[src/design/apcs_pkg.sv]
// package for the aabb pair collision scanner
// types, request and result codes shared by all design files
package apcs_pkg;

    localparam logic [1:0] REQ_ADD    = 2'd0;
    localparam logic [1:0] REQ_DELETE = 2'd1;
    localparam logic [1:0] REQ_SCAN   = 2'd2;
    localparam logic [1:0] REQ_CLEAR  = 2'd3;

    localparam logic [2:0] RES_ADDED = 3'd0;
    localparam logic [2:0] RES_FULL  = 3'd1;
    localparam logic [2:0] RES_EVENT = 3'd2;
    localparam logic [2:0] RES_DONE  = 3'd3;
    localparam logic [2:0] RES_ACK   = 3'd4;

    localparam int CFG_REGS = 4;

    typedef struct packed {
        logic [1:0]         req_type;
        logic signed [15:0] rect_x;
        logic signed [15:0] rect_y;
        logic [14:0]        rect_width;
        logic [14:0]        rect_height;
        logic [3:0]         coll_type;
        logic               notify_enable;
        logic [2:0]         target_slot;
    } req_t;

    typedef struct packed {
        logic [2:0] result_kind;
        logic [2:0] self_slot;
        logic [2:0] other_slot;
        logic       last_item;
    } res_t;

endpackage

[src/design/apcs_fifo.sv]
// short request queue between the front and the back part
// depends on apcs_pkg for the request item type
module apcs_fifo
    import apcs_pkg::*;
(
    input  logic clk,
    input  logic rst_n,
    input  logic in_valid,
    output logic in_ready,
    input  req_t in_item,
    output logic out_valid,
    input  logic out_ready,
    output req_t out_item
);

    req_t       mem_reg [2];
    logic       wp_reg, rp_reg;
    logic [1:0] cnt_reg;
    logic       push, pop;

    assign in_ready  = (cnt_reg != 2'd2);
    assign out_valid = (cnt_reg != 2'd0);
    assign out_item  = mem_reg[rp_reg];
    assign push      = in_valid && in_ready;
    assign pop       = out_valid && out_ready;

    always_ff @(posedge clk)
    begin
        if (push)
        begin
            mem_reg[wp_reg] <= in_item;
        end
    end

    always_ff @(posedge clk or negedge rst_n)
    begin
        if (!rst_n)
        begin
            wp_reg  <= 1'b0;
            rp_reg  <= 1'b0;
            cnt_reg <= 2'd0;
        end
        else
        begin
            if (push)
            begin
                wp_reg <= ~wp_reg;
            end
            if (pop)
            begin
                rp_reg <= ~rp_reg;
            end
            cnt_reg <= cnt_reg + {1'b0, push} - {1'b0, pop};
        end
    end

endmodule

[src/design/apcs_engine.sv]
// back part: collider table, pair scan and result register
// depends on apcs_pkg for item types and codes
module apcs_engine
    import apcs_pkg::*;
#(
    parameter int SLOTS      = 8,
    parameter int TYPES      = 16,
    parameter int COORD_BITS = 16
)
(
    input  logic        clk,
    input  logic        rst_n,
    input  logic        req_valid,
    output logic        req_ready,
    input  req_t        req,
    input  logic [63:0] mask_reg [CFG_REGS],
    output logic        res_valid,
    input  logic        res_ready,
    output res_t        res
);

    localparam int CW = (COORD_BITS < 16) ? COORD_BITS : 16;
    localparam int SW = (SLOTS > 1) ? $clog2(SLOTS) : 1;
    localparam int EW = ((CW > 16) ? CW : 16) + 2;

    localparam logic [1:0] ST_IDLE = 2'd0;
    localparam logic [1:0] ST_SCAN = 2'd1;
    localparam logic [1:0] ST_EMIT = 2'd2;
    localparam logic [1:0] ST_DONE = 2'd3;

    logic [1:0]          state_reg, state_next;
    logic [SLOTS-1:0]    valid_reg, pend_reg;
    logic signed [CW-1:0] gx_reg [SLOTS];
    logic signed [CW-1:0] gy_reg [SLOTS];
    logic [14:0]         gw_reg [SLOTS];
    logic [14:0]         gh_reg [SLOTS];
    logic [3:0]          gt_reg [SLOTS];
    logic                gn_reg [SLOTS];
    logic [SW-1:0]       pi_reg, pk_reg;
    logic                ov_valid_reg;
    res_t                res_reg;

    logic                out_free;
    logic [SW-1:0]       free_idx;
    logic                has_free;
    logic                pair_ok, hit, rij, rji, last_pair;
    logic signed [EW-1:0] ax, ay, bx, by, aw, ah, bw, bh;

    function automatic logic reacts(input logic [63:0] m [CFG_REGS],
                                    input logic [3:0] r, input logic [3:0] c);
        logic [5:0] b;
        b = {r[1:0], c};
        if (int'(r) >= TYPES || int'(c) >= TYPES)
        begin
            return 1'b0;
        end
        return m[r[3:2]][b];
    endfunction

    assign out_free  = !ov_valid_reg || res_ready;
    assign res_valid = ov_valid_reg;
    assign res       = res_reg;
    assign req_ready = (state_reg == ST_IDLE) && out_free;

    always_comb
    begin
        free_idx = '0;
        has_free = 1'b0;
        for (int i = SLOTS - 1; i >= 0; i--)
        begin
            if (!valid_reg[i])
            begin
                free_idx = SW'(i);
                has_free = 1'b1;
            end
        end
    end

    always_comb
    begin
        ax = EW'(gx_reg[pi_reg]);
        ay = EW'(gy_reg[pi_reg]);
        bx = EW'(gx_reg[pk_reg]);
        by = EW'(gy_reg[pk_reg]);
        aw = EW'($signed({1'b0, gw_reg[pi_reg]}));
        ah = EW'($signed({1'b0, gh_reg[pi_reg]}));
        bw = EW'($signed({1'b0, gw_reg[pk_reg]}));
        bh = EW'($signed({1'b0, gh_reg[pk_reg]}));
        hit = (ax < bx + bw) && (ax + aw > bx) && (ay < by + bh) && (ay + ah > by);
        pair_ok = valid_reg[pi_reg] && valid_reg[pk_reg] && hit;
        rij = reacts(mask_reg, gt_reg[pi_reg], gt_reg[pk_reg]) && gn_reg[pi_reg];
        rji = reacts(mask_reg, gt_reg[pk_reg], gt_reg[pi_reg]) && gn_reg[pk_reg];
        last_pair = (int'(pi_reg) == SLOTS - 2) && (int'(pk_reg) == SLOTS - 1);
    end

    always_ff @(posedge clk)
    begin
        if (req_valid && req_ready && req.req_type == REQ_ADD && has_free)
        begin
            gx_reg[free_idx] <= req.rect_x[CW-1:0];
            gy_reg[free_idx] <= req.rect_y[CW-1:0];
            gw_reg[free_idx] <= req.rect_width;
            gh_reg[free_idx] <= req.rect_height;
            gt_reg[free_idx] <= req.coll_type;
            gn_reg[free_idx] <= req.notify_enable;
        end
    end

    always_comb
    begin
        state_next = state_reg;
        unique case (state_reg)
            ST_IDLE:
            begin
                if (req_valid && req_ready && req.req_type == REQ_SCAN)
                begin
                    state_next = ST_SCAN;
                end
            end
            ST_SCAN, ST_EMIT:
            begin
                if (out_free)
                begin
                    if (state_reg == ST_SCAN && pair_ok && rij)
                    begin
                        state_next = rji ? ST_EMIT : (last_pair ? ST_DONE : ST_SCAN);
                    end
                    else if (state_reg == ST_EMIT && pair_ok && rji)
                    begin
                        state_next = last_pair ? ST_DONE : ST_SCAN;
                    end
                    else
                    begin
                        state_next = last_pair ? ST_DONE : ST_SCAN;
                    end
                end
            end
            ST_DONE:
            begin
                if (out_free)
                begin
                    state_next = ST_IDLE;
                end
            end
            default: state_next = ST_IDLE;
        endcase
    end

    always_ff @(posedge clk or negedge rst_n)
    begin
        if (!rst_n)
        begin
            state_reg    <= ST_IDLE;
            valid_reg    <= '0;
            pend_reg     <= '0;
            pi_reg       <= '0;
            pk_reg       <= '0;
            ov_valid_reg <= 1'b0;
            res_reg      <= '0;
        end
        else
        begin
            state_reg <= state_next;
            if (out_free)
            begin
                ov_valid_reg <= 1'b0;
            end
            unique case (state_reg)
                ST_IDLE:
                begin
                    if (req_valid && req_ready)
                    begin
                        ov_valid_reg <= 1'b1;
                        res_reg <= '{RES_ACK, 3'd0, 3'd0, 1'b1};
                        case (req.req_type)
                            REQ_ADD:
                            begin
                                if (has_free)
                                begin
                                    valid_reg[free_idx] <= 1'b1;
                                    pend_reg[free_idx]  <= 1'b0;
                                    res_reg <= '{RES_ADDED, 3'(free_idx), 3'd0, 1'b1};
                                end
                                else
                                begin
                                    res_reg <= '{RES_FULL, 3'd0, 3'd0, 1'b1};
                                end
                            end
                            REQ_DELETE:
                            begin
                                if (int'(req.target_slot) < SLOTS)
                                begin
                                    if (valid_reg[req.target_slot[SW-1:0]])
                                    begin
                                        pend_reg[req.target_slot[SW-1:0]] <= 1'b1;
                                    end
                                end
                            end
                            REQ_CLEAR:
                            begin
                                valid_reg <= '0;
                                pend_reg  <= '0;
                            end
                            default:
                            begin
                                ov_valid_reg <= 1'b0;
                                valid_reg <= valid_reg & ~pend_reg;
                                pend_reg  <= '0;
                                pi_reg    <= '0;
                                pk_reg    <= SW'(1);
                            end
                        endcase
                    end
                end
                ST_SCAN, ST_EMIT:
                begin
                    if (out_free)
                    begin
                        if (state_reg == ST_SCAN && pair_ok && rij)
                        begin
                            ov_valid_reg <= 1'b1;
                            res_reg <= '{RES_EVENT, 3'(pi_reg), 3'(pk_reg), 1'b0};
                        end
                        else if (state_reg == ST_EMIT && pair_ok && rji)
                        begin
                            ov_valid_reg <= 1'b1;
                            res_reg <= '{RES_EVENT, 3'(pk_reg), 3'(pi_reg), 1'b0};
                        end
                        else if (state_reg == ST_SCAN && pair_ok && rji)
                        begin
                            ov_valid_reg <= 1'b1;
                            res_reg <= '{RES_EVENT, 3'(pk_reg), 3'(pi_reg), 1'b0};
                        end
                        if (!(state_reg == ST_SCAN && pair_ok && rij && rji) && !last_pair)
                        begin
                            if (int'(pk_reg) == SLOTS - 1)
                            begin
                                pi_reg <= pi_reg + SW'(1);
                                pk_reg <= pi_reg + SW'(2);
                            end
                            else
                            begin
                                pk_reg <= pk_reg + SW'(1);
                            end
                        end
                    end
                end
                default:
                begin
                    if (out_free)
                    begin
                        ov_valid_reg <= 1'b1;
                        res_reg <= '{RES_DONE, 3'd0, 3'd0, 1'b1};
                    end
                end
            endcase
        end
    end

endmodule

[src/design/aabb_pair_collision_scanner.sv]
// an accepted item is registered in the queue, then in the engine's result register, before its first result
// add, delete and clear: one item per cycle while results are taken, one result each
// scan: walks each slot pair in turn, one event per direction that reacts, then done
// the engine takes no new request until a scan's done result is issued; the queue holds up to two
// async active-low reset empties the table and zeroes the type mask
// top level: front queue, back engine, mask registers; uses apcs_pkg
module aabb_pair_collision_scanner
    import apcs_pkg::*;
#(
    parameter int SLOTS      = 8,
    parameter int TYPES      = 16,
    parameter int COORD_BITS = 16
)
(
    input  logic        clk,
    input  logic        rst_n,
    input  logic        in_valid,
    output logic        in_ready,
    input  req_t        in_item,
    output logic        out_valid,
    input  logic        out_ready,
    output res_t        out_item,
    input  logic        cfg_we,
    input  logic [1:0]  cfg_index,
    input  logic [63:0] cfg_data
);

    logic [63:0] mask_reg [CFG_REGS];
    logic        q_valid, q_ready;
    req_t        q_item;

    always_ff @(posedge clk or negedge rst_n)
    begin
        if (!rst_n)
        begin
            for (int i = 0; i < CFG_REGS; i++)
            begin
                mask_reg[i] <= '0;
            end
        end
        else if (cfg_we)
        begin
            mask_reg[cfg_index] <= cfg_data;
        end
    end

    apcs_fifo u_fifo (
        .clk       (clk),
        .rst_n     (rst_n),
        .in_valid  (in_valid),
        .in_ready  (in_ready),
        .in_item   (in_item),
        .out_valid (q_valid),
        .out_ready (q_ready),
        .out_item  (q_item)
    );

    apcs_engine #(
        .SLOTS      (SLOTS),
        .TYPES      (TYPES),
        .COORD_BITS (COORD_BITS)
    ) u_engine (
        .clk       (clk),
        .rst_n     (rst_n),
        .req_valid (q_valid),
        .req_ready (q_ready),
        .req       (q_item),
        .mask_reg  (mask_reg),
        .res_valid (out_valid),
        .res_ready (out_ready),
        .res       (out_item)
    );

endmodule

[config.mk]
export PLATFORM = sky130hd
export DESIGN_NAME = aabb_pair_collision_scanner
export DESIGN_NICKNAME = d
export VERILOG_FILES = /design/src/design/apcs_pkg.sv /design/src/design/apcs_fifo.sv /design/src/design/apcs_engine.sv /design/src/design/aabb_pair_collision_scanner.sv
export SDC_FILE = /design/constraint.sdc
export NUM_CORES = 2
export LEC_CHECK = 0
export BUFFER_PORTS_ARGS = -buffer_cell sky130_fd_sc_hd__buf_2
export CORE_AREA = 4 4 319 383
export DETAILED_ROUTE_END_ITERATION = 12
export DIE_AREA = 0 0 323 387
export GPL_ROUTABILITY_DRIVEN = 1
export MAX_ROUTING_LAYER = met4
export PLACE_DENSITY_LB_ADDON = 0.15
export SETUP_SLACK_MARGIN = 0.3
export SLEW_MARGIN = 15
export SYNTH_ARGS = -nofsm -noshare
export SYNTH_HDL_FRONTEND = slang
export SYNTH_SLANG_ARGS = --single-unit
[constraint.sdc]
create_clock -name clk -period 9.3 [get_ports clk]
set_input_delay 0.93 -clock clk [delete_from_list [all_inputs] [get_ports clk]]
set_output_delay 0.93 -clock clk [all_outputs]
set_load 0.01 [all_outputs]
; ---- Word level (Yosys, flattened, before mapping)
; Memory sizes are Yosys's and may differ from the RTL's.
; Cells that the tools add are included.
[op_classes]
n_addsub = 9
n_lt_le_gt_ge = 16
eq_ne = 19
mux = 85
bitwise_logic = 12
n_reduce_logical = 41
[op_table]
columns = operator, count
row1 = 2-to-1 mux 64 bit, 5
row2 = binary-select mux 64 bit (select 2 bit), 2
row3 = bitwise mux 256 bit, 1
row4 = demux 64 bit (select 2 bit), 1
row5 = 2-to-1 mux 10 bit, 7
row6 = adder 16 x 16 -> 17 bit, 4
row7 = 2-to-1 mux 3 bit, 18
row8 = > comparator 17 x 16 -> 1 bit, 2
row9 = < comparator 16 x 17 -> 1 bit, 2
row10 = 2-to-1 mux 8 bit, 4
row11 = 2-to-1 mux 1 bit, 27
row12 = logical AND 1 bit, 24
row13 = one-hot mux 8 bit (3 select lines), 1
row14 = one-hot mux 10 bit (2 select lines), 1
row15 = AND 8 bit, 2
row16 = < comparator 3 x 4 -> 1 bit (second input constant), 4
row17 = inverter 8 bit, 2
row18 = OR 8 bit, 2
row19 = one-hot mux 8 bit (2 select lines), 1
row20 = < comparator 6 x 7 -> 1 bit (second input constant), 2
row21 = binary-select mux 1 bit (select 6 bit), 2
row22 = 2-to-1 mux 2 bit, 6
row23 = != test 2 x 1 -> 1 bit (second input constant), 6
row24 = one-hot mux 3 bit (2 select lines), 2
row25 = 29 further kinds, 54
[word_totals]
ff_bits = 295
ram_bits = 680
in_bits = 143
out_inout_bits = 12
n_memories = 7
[memory_table]
columns = name, depth, width, rd, rd_clocked_by_memory_dff, wr, line
row1 = u_fifo.mem_reg, 2, 72, 1, 0, 1, apcs_fifo.sv:16  ; req_t mem_reg [2];
row2 = u_engine.gx_reg, 8, 16, 2, 0, 1, apcs_engine.sv:33  ; logic signed [CW-1:0] gx_reg [SLOTS];
row3 = u_engine.gy_reg, 8, 16, 2, 0, 1, apcs_engine.sv:34  ; logic signed [CW-1:0] gy_reg [SLOTS];
row4 = u_engine.gh_reg, 8, 15, 2, 0, 1, apcs_engine.sv:36  ; logic [14:0] gh_reg [SLOTS];
row5 = u_engine.gw_reg, 8, 15, 2, 0, 1, apcs_engine.sv:35  ; logic [14:0] gw_reg [SLOTS];
row6 = u_engine.gt_reg, 8, 4, 2, 0, 1, apcs_engine.sv:37  ; logic [3:0] gt_reg [SLOTS];
row7 = 1 more memories, n/a, n/a, n/a, n/a, n/a, n/a

; ---- Longest topological paths before layout
[depth]
ltp_word = 16
depth_mapped = 39
depth_no_buf = 32

; ---- Modules after synthesis
; From an unflattened synthesis, not the netlist that was laid out.
[unflattened]
hier_cells = 3524
area_unflattened_um2 = 51371.8
[modules_own_cells]
columns = mod, instances, cells_per_inst, area_per_inst_um2, seq_area_each_um2
row1 = apcs_engine, 1, 2740, 35820.6, 16971.3
row2 = aabb_pair_collision_scanner, 1, 543, 9806.9, 6406.1
row3 = apcs_fifo, 1, 241, 5744.3, 4424.2

; ---- Worst setup path before layout
; OpenSTA, ideal clock, no wires.
[synth_timing]
kind = reg-to-reg
from = register u_engine.pk_reg[0]
to = register u_engine.pi_reg[2]
arrival_time_ns = 7.891
setup_slack_ns = 1.285
stages_incl_launch_ff = 37
path_buffers = 5
synth_period_minus_slack_ns = 8.015
cell_sequence = dfrtp_1 buf_4 buf_6 buf_2 clkbuf_1 buf_1 mux4_2 mux2_2 ha_1 fa_1 a21o_1 a21oi_1 o21bai_1 a21oi_1 o21bai_1 a21oi_1 o21bai_1 a21oi_1 o21bai_1 a21oi_1 o21bai_1 a21oi_1 xnor2_1 ha_1 a21o_1 a2111oi_0 a21oi_1 or3_1 inv_1 o2111ai_1 nor4b_2 and3_1 a32oi_2 nor2_1 nor2_1 and4b_1 a211o_1
[synth_between]
elab_chain_len = 14
[synth_rtl]
columns = element, line
row1 = from (decl), apcs_engine.sv:39  ; logic [SW-1:0] pi_reg, pk_reg;
row2 = from (signal assigned), apcs_engine.sv:239  ; pk_reg <= pi_reg + SW'(2);
row3 = from (signal assigned), apcs_engine.sv:243  ; pk_reg <= pk_reg + SW'(1);
row4 = memory (8 x 16 bit) or memory (8 x 15 bit) (tied branches), n/a
row5 = adder 16 x 16 -> 17 bit, apcs_engine.sv:89  ; hit = (ax < bx + bw) && (ax + aw > bx) && (ay < by + bh) && (ay + ah > by);
row6 = < comparator 16 x 17 -> 1 bit, apcs_engine.sv:89
row7 = logical AND 1 bit (3 in a row), apcs_engine.sv:89
row8 = logical AND 1 bit, apcs_engine.sv:90  ; pair_ok = valid_reg[pi_reg] && valid_reg[pk_reg] && hit;
row9 = logical AND 1 bit (3 in a row), apcs_engine.sv:234  ; if (!(state_reg == ST_SCAN && pair_ok && rij && rji) && !last_pair)
row10 = logical NOT 1 bit, apcs_engine.sv:234
row11 = logical AND 1 bit, apcs_engine.sv:234
row12 = != test 2 x 1 -> 1 bit (no source line), n/a
row13 = AND reduction 6 bit (no source line) (*), n/a
row14 = to (signal assigned), apcs_engine.sv:238  ; pi_reg <= pi_reg + SW'(1);
row15 = to (decl), apcs_engine.sv:39
; Every way passes the cells marked *; elsewhere a longest branch is shown, timed or not. The select of a mux whose other input is x is not followed.
; A chain may end at the register's enable or synchronous reset.

; ---- Final worst setup path
[layout_timing]
from = register u_engine.pi_reg[0]
to = register u_engine.res_reg (netlist bit u_engine.res[7])
[layout_between]
elab_chain_len = 13
[layout_rtl]
columns = element, line
row1 = memory (8 x 16 bit) or memory (8 x 15 bit) (tied branches), n/a
row2 = adder 16 x 16 -> 17 bit, apcs_engine.sv:89
row3 = > comparator 17 x 16 -> 1 bit, apcs_engine.sv:89
row4 = logical AND 1 bit (3 in a row), apcs_engine.sv:89
row5 = logical AND 1 bit, apcs_engine.sv:90
row6 = logical AND 1 bit (2 in a row), apcs_engine.sv:224  ; else if (state_reg == ST_EMIT && pair_ok && rji)
row7 = 2-to-1 mux 10 bit, apcs_engine.sv:224
row8 = 2-to-1 mux 10 bit, apcs_engine.sv:219  ; if (state_reg == ST_SCAN && pair_ok && rij)
row9 = 2-to-1 mux 10 bit, apcs_engine.sv:217  ; if (out_free)
row10 = one-hot mux 10 bit (2 select lines), apcs_engine.sv:168  ; unique case (state_reg)
row11 = to (signal assigned), apcs_engine.sv:174  ; res_reg <= '{RES_ACK, 3'd0, 3'd0, 1'b1};
row12 = to (signal assigned), apcs_engine.sv:222  ; res_reg <= '{RES_EVENT, 3'(pi_reg), 3'(pk_reg), 1'b0};
row13 = to (signal assigned), apcs_engine.sv:227  ; res_reg <= '{RES_EVENT, 3'(pk_reg), 3'(pi_reg), 1'b0};
row14 = to (decl), apcs_engine.sv:41  ; res_t res_reg;
; Parallel ways exist; a longest one is shown, timed or not. The select of a mux whose other input is x is not followed.

==> impl_metrics.ini <==
[synth]
syn_inst = 3407
synth_cell_types = 88
yosys_most_used_dff = edfxtp_1
syn_area_per_cell_um2 = 14.86
yosysWarnings = 0
async_flop_share_pct = 30.26
synth_seq_cells = 975
synth.net_count = 3695
netlist_area_um2 = 50630
yosysSeqAreaShare_pct = 54.92
synth_edf_count = 680

[sta]
period_minus_slack_ns = 8.215
setup_viol = 0
skew_ns = 0.01776
clock.fmax_mhz = 121.7
period_share_pct = 88.33
worst_pin_slew_ns = 1.133
finalHoldViolations = 0
slew-limit-headroom_pct = 24.28
drv_slew = 0
finalSetupTns_ns = 0
rsz0062_at_grt = false

[worst_setup_path]
required_ns = 9.90
path_class = register to register
cpMostUsedCell = o21ai_0
critPathCaptureType = register
slowest_delay_ns = 0.74
r2r_start = u_engine.pi_reg[0]
path_max_fanout = 25
cp_slowest_cell = dfrtp_4
critPathArrivalTime_ns = 8.81
reg2reg_to = u_engine.res[7]
rrSetupSlack_ns = 1.09
worstSetupStartpointType = register
rr_worst_depth = 30

[layout]
instances_no_fill = 5168
syn2layout_area_growth_pct = 11.45
largest_reg_flops = 256
nets = 3823
layout-drive-gt1-share_pct = 31.36

[routing]
drc = 0
drtIter0Drc = 1753
drtPass1Iterations = 6
routedWlPerCell_um = 25.66
vias = 30130
ant_nets = 0
routed_wl_mm = 132.6
via_per_inst = 5.830

[job]
max_cap_violations = 0

[grt]
grt_pass1_wl_mm = 200.3
antenna_found_initial = 13
grt_max_degree = 96
overflow = 0
grt_usage_pct = 21.79
grt_pass1_vias = 31610

[worst_hold_path]
holdCritPathClass = input port to asynchronous set/reset pin

[floorplan]
dieArea_um2 = 125000
design.core.area_um2 = 118100
initial_utilization_pct = 42.87
fp-row-count = 138
die_h_um = 387
boundaryPins = 155
die_w_um = 323

[clock_network]
cts_tree = built
cts_root_buffer = clkbuf_16
cts_max_path_buffers = 3
hold_buffers = 0
cts_buffers = 103
tritoncts_num_sinks = 975
htreeDepth = 3
clkSlewWorstSetupHoldPaths_ns = 0.07
insertion_delay_ns = 0.71
ctsResizeCount = 0
cts_setup_buffers = 0

[run_status]
status = complete, no violations

[power]
leakage_nw = 20.97
power.density_nw_per_um2 = 365.9
ir_drop_mv = 0.2846

[place]
dpl.hpwl_mm = 85.99
dp_cells = 4970
gp_congestion = 0.8619
io_buffers = 154
## cells in the final DEF (no fill, tap or decap), types with 64 or more instances in the layout
cell       count
o21ai_0       79
a21oi_1       92
edfxtp_1     680
buf_2        153
inv_1        102
nand2_1      256
buf_4         64
ha_1         141
clkbuf_16    104
dfrtp_1      288
mux4_2       292
mux2i_1      220
nand3_1       96
mux2_2       432
nor2_1        93
## worst max-delay path: cells and delay by family, from the launching register on
family / cells / cell delay, ns
buffers and inverters: 1 / 0.37
xor gates and xnor gates: 1 / 0.15
and+or+nand+nor: 5 / 0.87
DFF: 1 / 0.74
adders and majority gates: 2 / 0.55
AOI/OAI and AO/OA: 18 / 4.22
muxes: 3 / 1.20
## layer usage
layer	share of wire, %	global-route usage (%)	wire length [um]
met1	42	27.00	55110
met2	51	37.20	68070
met3	4.0	2.775	5279
met4	3.1	7.035	4121
met5	0	-	0
## area by class of cell
type | instances | area, um^2
Multi-Input combinational cell | 2131 | 21530
Fill cell | 10230 | 61680
Sequential cell | 975 | 27830
Antenna cell | 6 | 15.01
Clock inverter | 56 | 604.3
Timing Repair Buffer | 222 | 1341
Inverter | 102 | 382.9
Tap cell | 1540 | 1927
Clock buffer | 136 | 2793
## worst max path at each step
stage,from,to,slack [ns]
2_1_floorplan,u_engine.pk_reg[0],u_engine.pi_reg[2],1.28
3_3_place_gp,u_engine.pk_reg[1],u_engine.res[7],1.11
3_5_place_dp,u_engine.pi_reg[0],u_engine.res[7],0.93
4_1_cts,u_engine.pi_reg[0],u_engine.res[7],0.86
5_1_grt,u_engine.pi_reg[0],u_engine.res[7],0.33
6_report,u_engine.pi_reg[0],u_engine.res[7],1.09
## cell usage after synthesis, types with 15 or more instances
cell type	number	area share, %
ha_1	141	3.5
buf_6	18	0.40
xnor2_1	42	0.73
clkbuf_1	92	0.68
a21o_1	31	0.46
o21bai_1	15	0.22
nor2_1	100	0.74
a31oi_1	20	0.25
edfxtp_1	680	40
buf_2	34	0.34
nand4_1	25	0.31
a21oi_1	92	0.91
o21ai_0	79	0.78
mux2i_1	220	4.3
inv_1	102	0.76
mux2_2	432	9.6
and3_1	25	0.31
dfrtp_1	295	15
mux4_2	293	13
buf_1	39	0.29
nand3_1	97	0.96
nand2_1	256	1.9
nor2b_1	19	0.23
nor3_1	15	0.15
## metrics by stage
stage               util (%)  power [mW]  setup WS, ns  instance area, um^2  hold WS [ns]
floorplan                  -       13.78         1.285                50630        0.4608
global placement       44.86       16.63         1.109                52980        0.4840
detailed placement     44.87       16.65        0.9324                53000        0.4896
CTS                    47.75       20.89        0.8623                56400        0.1962
global route           47.77       22.10        0.3257                56420        0.2221
finish                 47.77       20.65         1.085                56420        0.2074
## where the power goes
part / total, mW / switching, mW / internal, mW / leakage [nW]
registers: 5.91 / 0.506 / 5.41 / 9.67
logic: 10.6 / 5.92 / 4.67 / 9.64
clock network: 4.14 / 1.79 / 2.35 / 1.66
## cells by family after synthesis
family          after synthesis  synth area share (%)
fa+ha+maj                   145                 3.643
compound gates              378                 4.995
simple gates                598                 5.467
buf+inv                     301                 2.770
mux                         958                 27.31
flops                       975                 54.92
xor+xnor                     52                0.8996
(Power assumes the default switching activity.)
